### src/hdl/s2sbp_pkg.sv
// Shared types and constants for the SECS-II sensor body parser.
package s2sbp_pkg;

  localparam int unsigned MAX_ENTRIES = 64;
  // Entry counter width, wide enough to hold MAX_ENTRIES itself.
  localparam int unsigned ENT_W       = $clog2(MAX_ENTRIES + 1);
  localparam int unsigned LEN_W       = 24;

  localparam int unsigned TS_BYTES    = 8;
  localparam int unsigned CNT_BYTES   = 2;
  localparam int unsigned ID_BYTES    = 2;
  localparam int unsigned VAL_BYTES   = 4;

  localparam int unsigned OQ_DEPTH    = 4;
  localparam int unsigned OQ_PTR_W    = $clog2(OQ_DEPTH);
  localparam int unsigned OQ_CNT_W    = $clog2(OQ_DEPTH + 1);

  typedef enum logic [1:0] {
    KIND_STAMP  = 2'd0,
    KIND_SENSOR = 2'd1,
    KIND_DONE   = 2'd2,
    KIND_ERROR  = 2'd3
  } kind_e;

  typedef struct packed {
    logic [7:0] data_byte;
    logic       body_start;
  } in_word_t;

  typedef struct packed {
    kind_e       kind;
    logic [63:0] stamp;
    logic [15:0] dev_id;
    logic [31:0] value_bits;
    logic [6:0]  entry_count;
    logic        last;
  } out_word_t;

  // Words produced by one accepted input byte.
  typedef struct packed {
    logic [1:0] count;
    out_word_t  first;
    out_word_t  second;
  } res_push_t;

endpackage

### src/hdl/s2sbp_core.sv
// Parser state machine: takes one body byte per cycle while take_i is high and forms up to two result words.
module s2sbp_core import s2sbp_pkg::*; (
  input  logic      clk_i,
  input  logic      rst_ni,
  input  logic      take_i,
  input  in_word_t  in_data_i,
  output res_push_t push_o
);

  typedef enum logic [4:0] {
    PH_IDLE, PH_ROOT_LEN, PH_TS_FMT, PH_TS_LEN, PH_TS_DATA,
    PH_CNT_FMT, PH_CNT_LEN, PH_CNT_DATA, PH_LIST_FMT, PH_LIST_LEN,
    PH_ENT_FMT, PH_ENT_LEN, PH_ID_FMT, PH_ID_LEN, PH_ID_DATA,
    PH_VAL_FMT, PH_VAL_LEN, PH_VAL_DATA, PH_SKIP
  } phase_e;

  phase_e             phase_q, phase_d;
  logic [3:0]         idx_q, idx_d;
  logic [1:0]         left_q, left_d;
  logic [LEN_W-1:0]   acc_q, acc_d;
  logic [LEN_W-1:0]   want_q, want_d;
  logic [ENT_W-1:0]   ent_q, ent_d;
  logic [63:0]        vs_q, vs_d;
  logic [15:0]        id_q, id_d;

  logic       fmt, comp;
  phase_e     fmt_phase;
  logic       e_ts, e_ent, e_done, e_err;
  logic [7:0] b;
  out_word_t  r_ts, r_ent, r_done, r_err;

  assign b = in_data_i.data_byte;

  always_comb begin
    phase_d   = phase_q;
    idx_d     = idx_q;
    left_d    = left_q;
    acc_d     = acc_q;
    want_d    = want_q;
    ent_d     = ent_q;
    vs_d      = vs_q;
    id_d      = id_q;
    fmt       = 1'b0;
    fmt_phase = PH_IDLE;
    comp      = 1'b0;
    e_ts      = 1'b0;
    e_ent     = 1'b0;
    e_done    = 1'b0;
    e_err     = 1'b0;

    if (in_data_i.body_start) begin
      idx_d     = '0;
      acc_d     = '0;
      want_d    = '0;
      ent_d     = '0;
      vs_d      = '0;
      id_d      = '0;
      fmt       = 1'b1;
      fmt_phase = PH_ROOT_LEN;
    end else begin
      unique case (phase_q)
        PH_TS_FMT: begin
          fmt = 1'b1; fmt_phase = PH_TS_LEN;
        end
        PH_CNT_FMT: begin
          fmt = 1'b1; fmt_phase = PH_CNT_LEN;
        end
        PH_LIST_FMT: begin
          fmt = 1'b1; fmt_phase = PH_LIST_LEN;
        end
        PH_ENT_FMT: begin
          fmt = 1'b1; fmt_phase = PH_ENT_LEN;
        end
        PH_ID_FMT: begin
          fmt = 1'b1; fmt_phase = PH_ID_LEN;
        end
        PH_VAL_FMT: begin
          fmt = 1'b1; fmt_phase = PH_VAL_LEN;
        end
        PH_ROOT_LEN, PH_TS_LEN, PH_CNT_LEN, PH_LIST_LEN,
        PH_ENT_LEN, PH_ID_LEN, PH_VAL_LEN: begin
          acc_d  = {acc_q[LEN_W-9:0], b};
          left_d = (left_q != 2'd0) ? left_q - 2'd1 : left_q;
          comp   = (left_d == 2'd0);
        end
        PH_TS_DATA: begin
          vs_d  = {vs_q[55:0], b};
          idx_d = idx_q + 4'd1;
          if (idx_d >= 4'(TS_BYTES)) begin
            e_ts    = 1'b1;
            phase_d = PH_CNT_FMT;
          end
        end
        PH_CNT_DATA: begin
          idx_d = idx_q + 4'd1;
          if (idx_d >= 4'(CNT_BYTES)) phase_d = PH_LIST_FMT;
        end
        PH_ID_DATA: begin
          id_d  = {id_q[7:0], b};
          idx_d = idx_q + 4'd1;
          if (idx_d >= 4'(ID_BYTES)) phase_d = PH_VAL_FMT;
        end
        PH_VAL_DATA: begin
          vs_d  = {32'd0, vs_q[23:0], b};
          idx_d = idx_q + 4'd1;
          if (idx_d >= 4'(VAL_BYTES)) begin
            ent_d = ent_q + 1'b1;
            e_ent = 1'b1;
            if ((LEN_W'(ent_d) >= want_q) || (ent_d >= ENT_W'(MAX_ENTRIES))) begin
              e_done  = 1'b1;
              phase_d = PH_SKIP;
            end else begin
              phase_d = PH_ENT_FMT;
            end
          end
        end
        default: ;
      endcase
    end

    // A format byte opens an item; zero length bytes finish its length at once.
    if (fmt) begin
      left_d  = b[1:0];
      acc_d   = '0;
      phase_d = fmt_phase;
      comp    = (b[1:0] == 2'd0);
    end

    if (comp) begin
      unique case (phase_d)
        PH_ROOT_LEN: phase_d = PH_TS_FMT;
        PH_TS_LEN: begin
          if (acc_d != LEN_W'(TS_BYTES)) begin
            e_err = 1'b1; phase_d = PH_SKIP;
          end else begin
            idx_d = '0; vs_d = '0; phase_d = PH_TS_DATA;
          end
        end
        PH_CNT_LEN: begin
          if (acc_d != LEN_W'(CNT_BYTES)) begin
            e_err = 1'b1; phase_d = PH_SKIP;
          end else begin
            idx_d = '0; vs_d = '0; phase_d = PH_CNT_DATA;
          end
        end
        PH_LIST_LEN: begin
          want_d = acc_d;
          ent_d  = '0;
          if (acc_d == '0) begin
            e_done = 1'b1; phase_d = PH_SKIP;
          end else begin
            phase_d = PH_ENT_FMT;
          end
        end
        PH_ENT_LEN: phase_d = PH_ID_FMT;
        PH_ID_LEN: begin
          if (acc_d != LEN_W'(ID_BYTES)) begin
            e_err = 1'b1; phase_d = PH_SKIP;
          end else begin
            id_d = '0; idx_d = '0; vs_d = '0; phase_d = PH_ID_DATA;
          end
        end
        PH_VAL_LEN: begin
          if (acc_d != LEN_W'(VAL_BYTES)) begin
            e_err = 1'b1; phase_d = PH_SKIP;
          end else begin
            idx_d = '0; vs_d = '0; phase_d = PH_VAL_DATA;
          end
        end
        default: phase_d = PH_SKIP;
      endcase
    end
  end

  always_comb begin
    r_ts             = '0;
    r_ts.kind        = KIND_STAMP;
    r_ts.stamp       = vs_d;
    r_ts.entry_count = 7'(ent_d);
    r_ent             = '0;
    r_ent.kind        = KIND_SENSOR;
    r_ent.dev_id      = id_d;
    r_ent.value_bits  = vs_d[31:0];
    r_ent.entry_count = 7'(ent_d);
    r_done             = '0;
    r_done.kind        = KIND_DONE;
    r_done.entry_count = 7'(ent_d);
    r_err             = '0;
    r_err.kind        = KIND_ERROR;
    r_err.entry_count = 7'(ent_d);

    push_o = '0;
    priority if (e_ent) begin
      push_o.first = r_ent;
      if (e_done) begin
        push_o.second      = r_done;
        push_o.second.last = 1'b1;
        push_o.count       = 2'd2;
      end else begin
        push_o.first.last = 1'b1;
        push_o.count      = 2'd1;
      end
    end else if (e_ts) begin
      push_o.first      = r_ts;
      push_o.first.last = 1'b1;
      push_o.count      = 2'd1;
    end else if (e_done) begin
      push_o.first      = r_done;
      push_o.first.last = 1'b1;
      push_o.count      = 2'd1;
    end else if (e_err) begin
      push_o.first      = r_err;
      push_o.first.last = 1'b1;
      push_o.count      = 2'd1;
    end
    if (!take_i) push_o.count = 2'd0;
  end

  always_ff @(posedge clk_i or negedge rst_ni) begin
    if (!rst_ni) begin
      phase_q <= PH_IDLE;
      idx_q   <= '0;
      left_q  <= '0;
      acc_q   <= '0;
      want_q  <= '0;
      ent_q   <= '0;
      vs_q    <= '0;
      id_q    <= '0;
    end else if (take_i) begin
      phase_q <= phase_d;
      idx_q   <= idx_d;
      left_q  <= left_d;
      acc_q   <= acc_d;
      want_q  <= want_d;
      ent_q   <= ent_d;
      vs_q    <= vs_d;
      id_q    <= id_d;
    end
  end

endmodule

### src/hdl/s2sbp_outq.sv
// Result queue: takes up to two words per cycle and hands out one while out_ready_i is high.
module s2sbp_outq import s2sbp_pkg::*; (
  input  logic      clk_i,
  input  logic      rst_ni,
  input  res_push_t push_i,
  output logic      room_o,
  output logic      out_valid_o,
  input  logic      out_ready_i,
  output out_word_t out_data_o
);

  out_word_t             mem_q [OQ_DEPTH];
  logic [OQ_PTR_W-1:0]   wp_q, rp_q;
  logic [OQ_CNT_W-1:0]   cnt_q;
  logic                  pop;
  logic [OQ_PTR_W-1:0]   wp_next;

  assign pop         = out_valid_o && out_ready_i;
  assign out_valid_o = (cnt_q != '0);
  assign out_data_o  = mem_q[rp_q];
  // Room for the worst case of two words from the next byte.
  assign room_o      = (cnt_q <= OQ_CNT_W'(OQ_DEPTH - 2));
  assign wp_next     = wp_q + 1'b1;

  always_ff @(posedge clk_i) begin
    if (push_i.count != 2'd0) mem_q[wp_q] <= push_i.first;
    if (push_i.count == 2'd2) mem_q[wp_next] <= push_i.second;
  end

  always_ff @(posedge clk_i or negedge rst_ni) begin
    if (!rst_ni) begin
      wp_q  <= '0;
      rp_q  <= '0;
      cnt_q <= '0;
    end else begin
      wp_q  <= wp_q + OQ_PTR_W'(push_i.count);
      if (pop) rp_q <= rp_q + 1'b1;
      cnt_q <= cnt_q + OQ_CNT_W'(push_i.count) - OQ_CNT_W'(pop);
    end
  end

endmodule

### src/hdl/secs2_sensor_body_parser.sv
// Top level of the SECS-II sensor body parser.
//
// The input channel carries one body byte per word, with body_start set on
// the first byte of each message body; that byte restarts the parser.
// The output channel carries result words: a timestamp record, one record
// per sensor entry, a done record, or a length error record. The last flag
// marks the final word caused by one input byte.
// One byte is taken per cycle while in_ready_o is high. The parser state
// updates at the accepting edge and the words it causes enter a four-word
// result queue, from whose head they are offered on out_valid_o.
// A byte can cause two words (last sensor entry plus done), so in_ready_o
// stays high while the queue has room for two; with the receiver ready the
// block sustains one byte per cycle. When the receiver stalls the queue
// fills and in_ready_o drops until words drain.
// Reset clears the parser to idle and empties the queue; bytes without
// body_start are then ignored until a body begins.
module secs2_sensor_body_parser import s2sbp_pkg::*; (
  input  logic      clk_i,
  input  logic      rst_ni,
  input  logic      in_valid_i,
  output logic      in_ready_o,
  input  in_word_t  in_data_i,
  output logic      out_valid_o,
  input  logic      out_ready_i,
  output out_word_t out_data_o
);

  logic      take;
  res_push_t push;

  assign take = in_valid_i && in_ready_o;

  s2sbp_core u_core (
    .clk_i     (clk_i),
    .rst_ni    (rst_ni),
    .take_i    (take),
    .in_data_i (in_data_i),
    .push_o    (push)
  );

  s2sbp_outq u_outq (
    .clk_i       (clk_i),
    .rst_ni      (rst_ni),
    .push_i      (push),
    .room_o      (in_ready_o),
    .out_valid_o (out_valid_o),
    .out_ready_i (out_ready_i),
    .out_data_o  (out_data_o)
  );

`ifndef SYNTH
  a_empty_ready: assert property (@(posedge clk_i) disable iff (!rst_ni)
    !out_valid_o |-> in_ready_o)
    else $error("queue empty but input not ready");

  a_done_last: assert property (@(posedge clk_i) disable iff (!rst_ni)
    (out_valid_o && out_data_o.kind == KIND_DONE) |-> out_data_o.last)
    else $error("done word not marked last");

  a_err_last: assert property (@(posedge clk_i) disable iff (!rst_ni)
    (out_valid_o && out_data_o.kind == KIND_ERROR) |-> out_data_o.last)
    else $error("error word not marked last");

  a_push_take: assert property (@(posedge clk_i) disable iff (!rst_ni)
    (push.count != 2'd0) |-> take)
    else $error("result pushed without an accepted byte");
`endif

endmodule
### config.mk
export PLATFORM = sky130hd
export DESIGN_NAME = secs2_sensor_body_parser
export DESIGN_NICKNAME = d
export VERILOG_FILES = /design/src/hdl/s2sbp_pkg.sv /design/src/hdl/s2sbp_core.sv /design/src/hdl/s2sbp_outq.sv /design/src/hdl/secs2_sensor_body_parser.sv
export SDC_FILE = /design/constraint.sdc
export NUM_CORES = 1
export LEC_CHECK = 0
export BUFFER_PORTS_ARGS = -buffer_cell sky130_fd_sc_hd__buf_2
export CAP_MARGIN = 20
export CORE_MARGIN = 2
export CORE_UTILIZATION = 63
export CTS_CLUSTER_DIAMETER = 50
export DETAILED_ROUTE_END_ITERATION = 10
export PLACE_DENSITY = 0.85
export SLEW_MARGIN = 30
export SYNTH_ARGS = -nofsm -noshare
export SYNTH_HDL_FRONTEND = slang
export SYNTH_HIERARCHICAL = 1
export SYNTH_SLANG_ARGS = --single-unit
export TNS_END_PERCENT = 1
### constraint.sdc
create_clock -name clk_i -period 11.6 [get_ports clk_i]
set_input_delay 2.32 -clock clk_i [delete_from_list [all_inputs] [get_ports clk_i]]
set_output_delay 2.32 -clock clk_i [all_outputs]
set_load 0.02 [all_outputs]
* Word level (Yosys, flattened, before mapping)
Memories as Yosys holds them, arrays and structs flattened.
Index checks and enable logic that the tools add are counted.
** Cells by class
- Magnitude comparators :: 6
- Eq/ne operators :: 29
- Muxes and demuxes :: 87
- Reductions and logical operators :: 15
- $add $sub $neg :: 8
** Operator list (count)
- 2-to-1 mux 124 bit :: 3
- 2-to-1 mux 64 bit :: 5
- 2-to-1 mux 122 bit :: 2
- case mux 64 bit (3 select lines) :: 1
- 2-to-1 mux 24 bit :: 6
- case mux 64 bit (2 select lines) :: 1
- 2-to-1 mux 123 bit :: 1
- 2-to-1 mux 16 bit :: 5
- 2-to-1 mux 5 bit :: 13
- equality test 5 x 4 -> 1 bit, second input constant :: 11
- 2-to-1 mux 7 bit :: 5
- case mux 5 bit (7 select lines) :: 1
- case mux 5 bit (6 select lines) :: 1
- 2-to-1 mux 1 bit :: 27
- equality test 5 x 3 -> 1 bit, second input constant :: 5
- >= comparator 7 x 24 -> 1 bit :: 1
- zero test 24 bit :: 1
- 2-to-1 mux 4 bit :: 6
- != test 24 x 2 -> 1 bit, second input constant :: 1
- != test 24 x 3 -> 1 bit, second input constant :: 1
- != test 24 x 4 -> 1 bit, second input constant :: 1
- case mux 5 bit (4 select lines) :: 1
- equality test 5 x 2 -> 1 bit, second input constant :: 3
- equality test 5 bit, second input constant :: 3
- 28 further kinds :: 40
** Storage, ports and cells
- Output and inout port bits :: 124
- Bits in registers :: 153
- Memories :: 1
- Memory bits (writable) :: 488
** Memories
- u_outq.mem_q :: words 4, bits a word 122, rd ports 1, clocked after memory_dff 0, wr ports 2, line s2sbp_outq.sv:12 : out_word_t mem_q [OQ_DEPTH];

* Longest topological paths before layout
- Depth after elaboration :: 20
- Mapped depth :: 20
- Depth with buffers taken out :: 18

* Hierarchy
Netlist, hierarchy kept.
** By module, submodules not included
- s2sbp_outq :: area each 23916.7 µm², cells an instance 1226, times used 1, seq. area each 14829.2 µm²
- s2sbp_core :: area each 10121.0 µm², cells an instance 1212, times used 1, seq. area each 3453.3 µm²
- secs2_sensor_body_parser :: area each 6.3 µm², cells an instance 1, times used 1, seq. area each 0.0 µm²

* Worst setup path after synthesis
Ideal clock, no wire load.
- Path kind :: input to register
- Start point :: input in_data_i[8] (netlist name)
- End point :: memory u_outq/mem_q[2][0] (netlist name) (enable)
- Setup slack :: 426 ps
- Arrival :: 10530 ps
- Stages on the path :: 12
- Library setup time :: 644 ps
- Path buffers :: 1
- Cells stage by stage :: nor4_1 > nand4_1 > a2111oi_0 > o221a_1 > a21oi_1 > nand4_1 > o21ai_0 > o21ai_1 > a211oi_1 > buf_2 > or3b_2 > a21oi_1
** RTL lines
- from (decl) :: line secs2_sensor_body_parser.sv:22 : input in_word_t in_data_i,
- to (decl) :: line s2sbp_outq.sv:12

==> metrics.log <==
[metrics] transition time at the pin with the least slew margin: 0.9911 ns
[metrics] P per Cell Area: 223.3 mW/mm2
[metrics] hold-fix buffers at CTS: 0
[metrics] placed cells: 3119
[metrics] leakage component of the power: 14.27 nW
[metrics] worst slew slack as a fraction of its limit: 33.93%
[metrics] Detailed Route Iter0 Violations: 2310
[metrics] Std-Cell Core Area: 0.05360 mm2
[metrics] arrival time of the worst setup path: 7.66 ns
[metrics] largest net degree at the start of global routing: 99
[metrics] async set or reset register ratio after synthesis: 22.91%
[metrics] Antenna Diode Count: 0
[metrics] Worst-Skew Late Latency: 0.61 ns
[metrics] number of buffers inserted during clock tree synthesis: 69
[metrics] Clock H-tree levels: 3
[metrics] total negative setup slack: 0 ns
[metrics] result of the run: complete, no violations
[metrics] Primary FF master, synth: sky130_fd_sc_hd__edfxtp_1
[metrics] highest attainable clock frequency: 134.5 MHz
[metrics] Final Max Slew Viols: 0
[metrics] fill cell count: 3547
[metrics] number of antenna violations at the first check in global routing: 1
[metrics] number of placement rows: 85
[metrics] setup repair after global routing missed its margin: false
[metrics] area delta synth->final: 8.615%
[metrics] post-DR wirelength/cell: 25.55 um
[metrics] I/O pins: 137
[metrics] area taken by multi-input logic gates: 0.01435 mm2
[metrics] sequential share of the synthesized area: 53.70%
[metrics] required time of the critical path: 11.83 ns
[metrics] largest fanout on the critical path: 57
[metrics] Tcrit/Tclk final: 64.08%
[metrics] number of clock sinks: 633
[metrics] #FFs+latches synth: 633
[metrics] vertical extent of the die: 236.5 um
[metrics] gpl congestion: 0.8866
[metrics] maximum buffer depth of the clock tree: 3
[metrics] average cell area after synthesis: 13.96 um2
[metrics] share of final-layout standard cells stronger than drive strength 1: 33.20%
[metrics] Tot GR Track Use: 29.61%
[metrics] Port Buffer Count: 136
[metrics] wire length of the first global-routing pass: 127300 um
[metrics] Critical Path Sink Type: register
[metrics] Detail Placement HPWL: 48960 um
[metrics] Final #Nets: 2524
[metrics] average via count per standard cell: 6.618
[metrics] post-CTS sizing: 0
[metrics] number of global-route vias before repair: 22020
[metrics] maximum vdd drop: 0.2048 mV
[metrics] TritonCTS clock tree: yes
[metrics] endpoints failing setup: 0
[metrics] clock slew at reported path FFs: 0.06 ns
[metrics] Final min period: 7.433 ns
[metrics] total wire length after detailed routing: 83030 um
[metrics] width of the die: 236.5 um
[metrics] HP Class: register to register
[metrics] Final Skew: 0.01906 ns
[metrics] GRT overflow: 0
[metrics] number of instances in the synthesized netlist: 2439
[metrics] number of design rule violations left after detail routing: 0
[metrics] die outline area: 0.05591 mm2
[metrics] total via count in the routed design: 21509
[metrics] effective utilization at floorplan: 63.51%
[metrics] Setup crit start kind: primary input
[metrics] critical path type: primary input to register
[metrics] library cells used by synthesis: 83
[metrics] Storage cell area: 0.01829 mm2
[metrics] Antenna Nets Post-Route: 0
[metrics] number of synthesized flops with an enable pin: 488
[metrics] yosys warns: 6
[metrics] clock root buffer: sky130_fd_sc_hd__clkbuf_16
[metrics] number of non-filler instances in the completed layout: 3250
[metrics] final hold violations: 0
[metrics] number of max-cap violations: 0
[metrics] Mapped Area: 0.03404 mm2
[metrics] Post-CTS Setup Bufs: 0
[metrics] first-pass iteration count of the detailed router: 6
metrics by stage:
step	util, %	power, mW	hold WS [ns]	area (um2)	setup slack, ns
after global routing	68.98	8.579	0.5075	36980	3.878
final	68.98	8.259	0.5063	36980	4.167
after detailed placement	64.67	6.086	0.4832	34660	3.774
after floorplan	-	5.216	0.4607	34460	0.4262
after global placement	64.54	6.006	0.4830	34600	3.733
after CTS	68.80	8.236	0.5039	36880	4.376
cells in the final DEF (no fill, tap or decap), types with 6 or more instances in the layout:
master	synthesis	routed
sky130_fd_sc_hd__nor2_1	41	37
sky130_fd_sc_hd__conb_1	1	113
sky130_fd_sc_hd__edfxtp_1	488	488
sky130_fd_sc_hd__a22o_1	46	46
sky130_fd_sc_hd__xor2_1	6	6
sky130_fd_sc_hd__buf_2	69	135
sky130_fd_sc_hd__a31oi_1	6	6
sky130_fd_sc_hd__and2_1	71	71
sky130_fd_sc_hd__nand3_1	14	14
sky130_fd_sc_hd__a21oi_1	72	68
sky130_fd_sc_hd__nor4_1	11	11
sky130_fd_sc_hd__a211oi_1	10	9
sky130_fd_sc_hd__mux4_2	122	122
sky130_fd_sc_hd__xnor2_1	14	14
sky130_fd_sc_hd__clkbuf_8	0	6
sky130_fd_sc_hd__dfrtp_1	145	143
sky130_fd_sc_hd__mux2_2	412	412
sky130_fd_sc_hd__nor3_1	12	12
sky130_fd_sc_hd__o211ai_1	6	6
sky130_fd_sc_hd__nand4_1	8	8
sky130_fd_sc_hd__clkbuf_16	0	73
sky130_fd_sc_hd__clkbuf_1	78	28
sky130_fd_sc_hd__o21ai_0	61	61
sky130_fd_sc_hd__mux2_1	100	100
sky130_fd_sc_hd__nand2_1	137	136
sky130_fd_sc_hd__buf_4	127	28
sky130_fd_sc_hd__nor3b_1	59	58
sky130_fd_sc_hd__and3_1	35	35
sky130_fd_sc_hd__nand2b_1	10	10
sky130_fd_sc_hd__a21o_1	6	6
sky130_fd_sc_hd__a22oi_1	58	58
sky130_fd_sc_hd__inv_1	28	28
sky130_fd_sc_hd__ha_1	13	13
sky130_fd_sc_hd__o21ai_1	43	43
cells by family after synthesis:
group	after synthesis	synth area share (%)
compound gates	366	7.240
other cells	1	0.01102
buf+inv	330	5.800
mux	638	25.12
xor+xnor	20	0.5145
fa+ha+maj	14	0.5366
flops	633	53.70
simple gates	437	7.071
critical path, cell delays in order:
cell and delay (ns):
sky130_fd_sc_hd__buf_2 0.20, sky130_fd_sc_hd__nor4_1 0.39, sky130_fd_sc_hd__nand4_1 0.23, sky130_fd_sc_hd__a2111oi_0 0.63, sky130_fd_sc_hd__o221a_1 0.33, sky130_fd_sc_hd__a21oi_1 0.05, sky130_fd_sc_hd__nand4_1 0.12, sky130_fd_sc_hd__o21ai_0 0.12
sky130_fd_sc_hd__o21ai_1 0.75, sky130_fd_sc_hd__a211oi_1 0.17, sky130_fd_sc_hd__buf_4 0.24, sky130_fd_sc_hd__or3b_2 0.51, sky130_fd_sc_hd__a21oi_4 0.70, sky130_fd_sc_hd__buf_4 0.87
final timing paths:
path	start	end	slack, ns	cells after the start
setup / recovery	in_data_i[8]	u_outq/mem_q[2][41]	4.17	14
hold / removal	u_core/id_q[14]	u_core/id_q[14]	0.51	1
setup reg to reg	u_core/ent_q[0]	u_outq/mem_q[2][41]	4.53	17
hold reg to reg	u_core/id_q[14]	u_core/id_q[14]	0.51	1
max in group asynchronous	rst_ni	u_outq/rp_q[0]	8.60	2
min in group asynchronous	rst_ni	u_core/id_q[13]	1.71	1
Yosys cell counts, drive strengths merged, types with 5 or more instances:
| cell type | instances | area [um2] |
|---|---|---|
| nor4 | 11 | 68.82 |
| mux2 | 512 | 5766 |
| o21ai | 105 | 529.3 |
| clkbuf | 78 | 292.8 |
| buf | 223 | 1573 |
| inv | 29 | 108.9 |
| nand2b | 10 | 62.56 |
| a21o | 6 | 45.04 |
| xnor2 | 14 | 122.6 |
| nand3 | 14 | 70.07 |
| and3 | 35 | 219.0 |
| a22oi | 58 | 435.4 |
| edfxtp | 488 | 14650 |
| nand2 | 137 | 514.2 |
| nand4 | 8 | 50.05 |
| a21oi | 72 | 360.4 |
| a22o | 46 | 402.9 |
| ha | 13 | 162.7 |
| nor3b | 59 | 442.9 |
| nor2 | 41 | 153.9 |
| o211ai | 7 | 57.55 |
| or2 | 6 | 37.54 |
| a31oi | 6 | 37.54 |
| dfrtp | 145 | 3628 |
| mux4 | 122 | 2748 |
| a211oi | 10 | 75.07 |
| nor3 | 12 | 60.06 |
| xor2 | 6 | 52.55 |
| nand3b | 5 | 37.54 |
| and2 | 71 | 444.2 |
flip-flops by register name, indices dropped and copies added (netlist names):
name,flops
u_outq/mem_q,488
u_core/vs_q,56
u_core/acc_q,24
u_core/want_q,24
u_core/id_q,16
u_core/ent_q,7
u_core/phase_q,5
u_core/idx_q,4
u_outq/cnt_q,3
u_core/left_q,2
u_outq/rp_q,2
u_outq/wp_q,2
final cells by class:
class,count,share of cell area [%]
clock buffer,107,5.448
tap,696,2.355
clock inverter,21,0.5482
timing repair buffer,176,3.096
inverter,29,0.2944
multi-input combinational,1588,38.79
sequential,633,49.46
report_power, final:
| group | total (mW) | internal (mW) | leakage (nW) | switching [mW] |
|---|---|---|---|---|
| registers | 3.09 | 2.77 | 6.39 | 0.315 |
| logic | 3.02 | 1.16 | 6.82 | 1.86 |
| clock network | 2.15 | 1.25 | 1.07 | 0.901 |
| total | 8.26 | 5.19 | 14.3 | 3.07 |
routing by layer:
layer / up-vias / routed length (um) / GRT usage [%]
li1: 9334 / - / -
met1: 10876 / 31740 / 38.39
met2: 1109 / 41650 / 50.26
met3: 188 / 6244 / 4.593
met4: 2 / 3383 / 12.24
met5: - / 11 / 0
(Power assumes the default switching activity.)
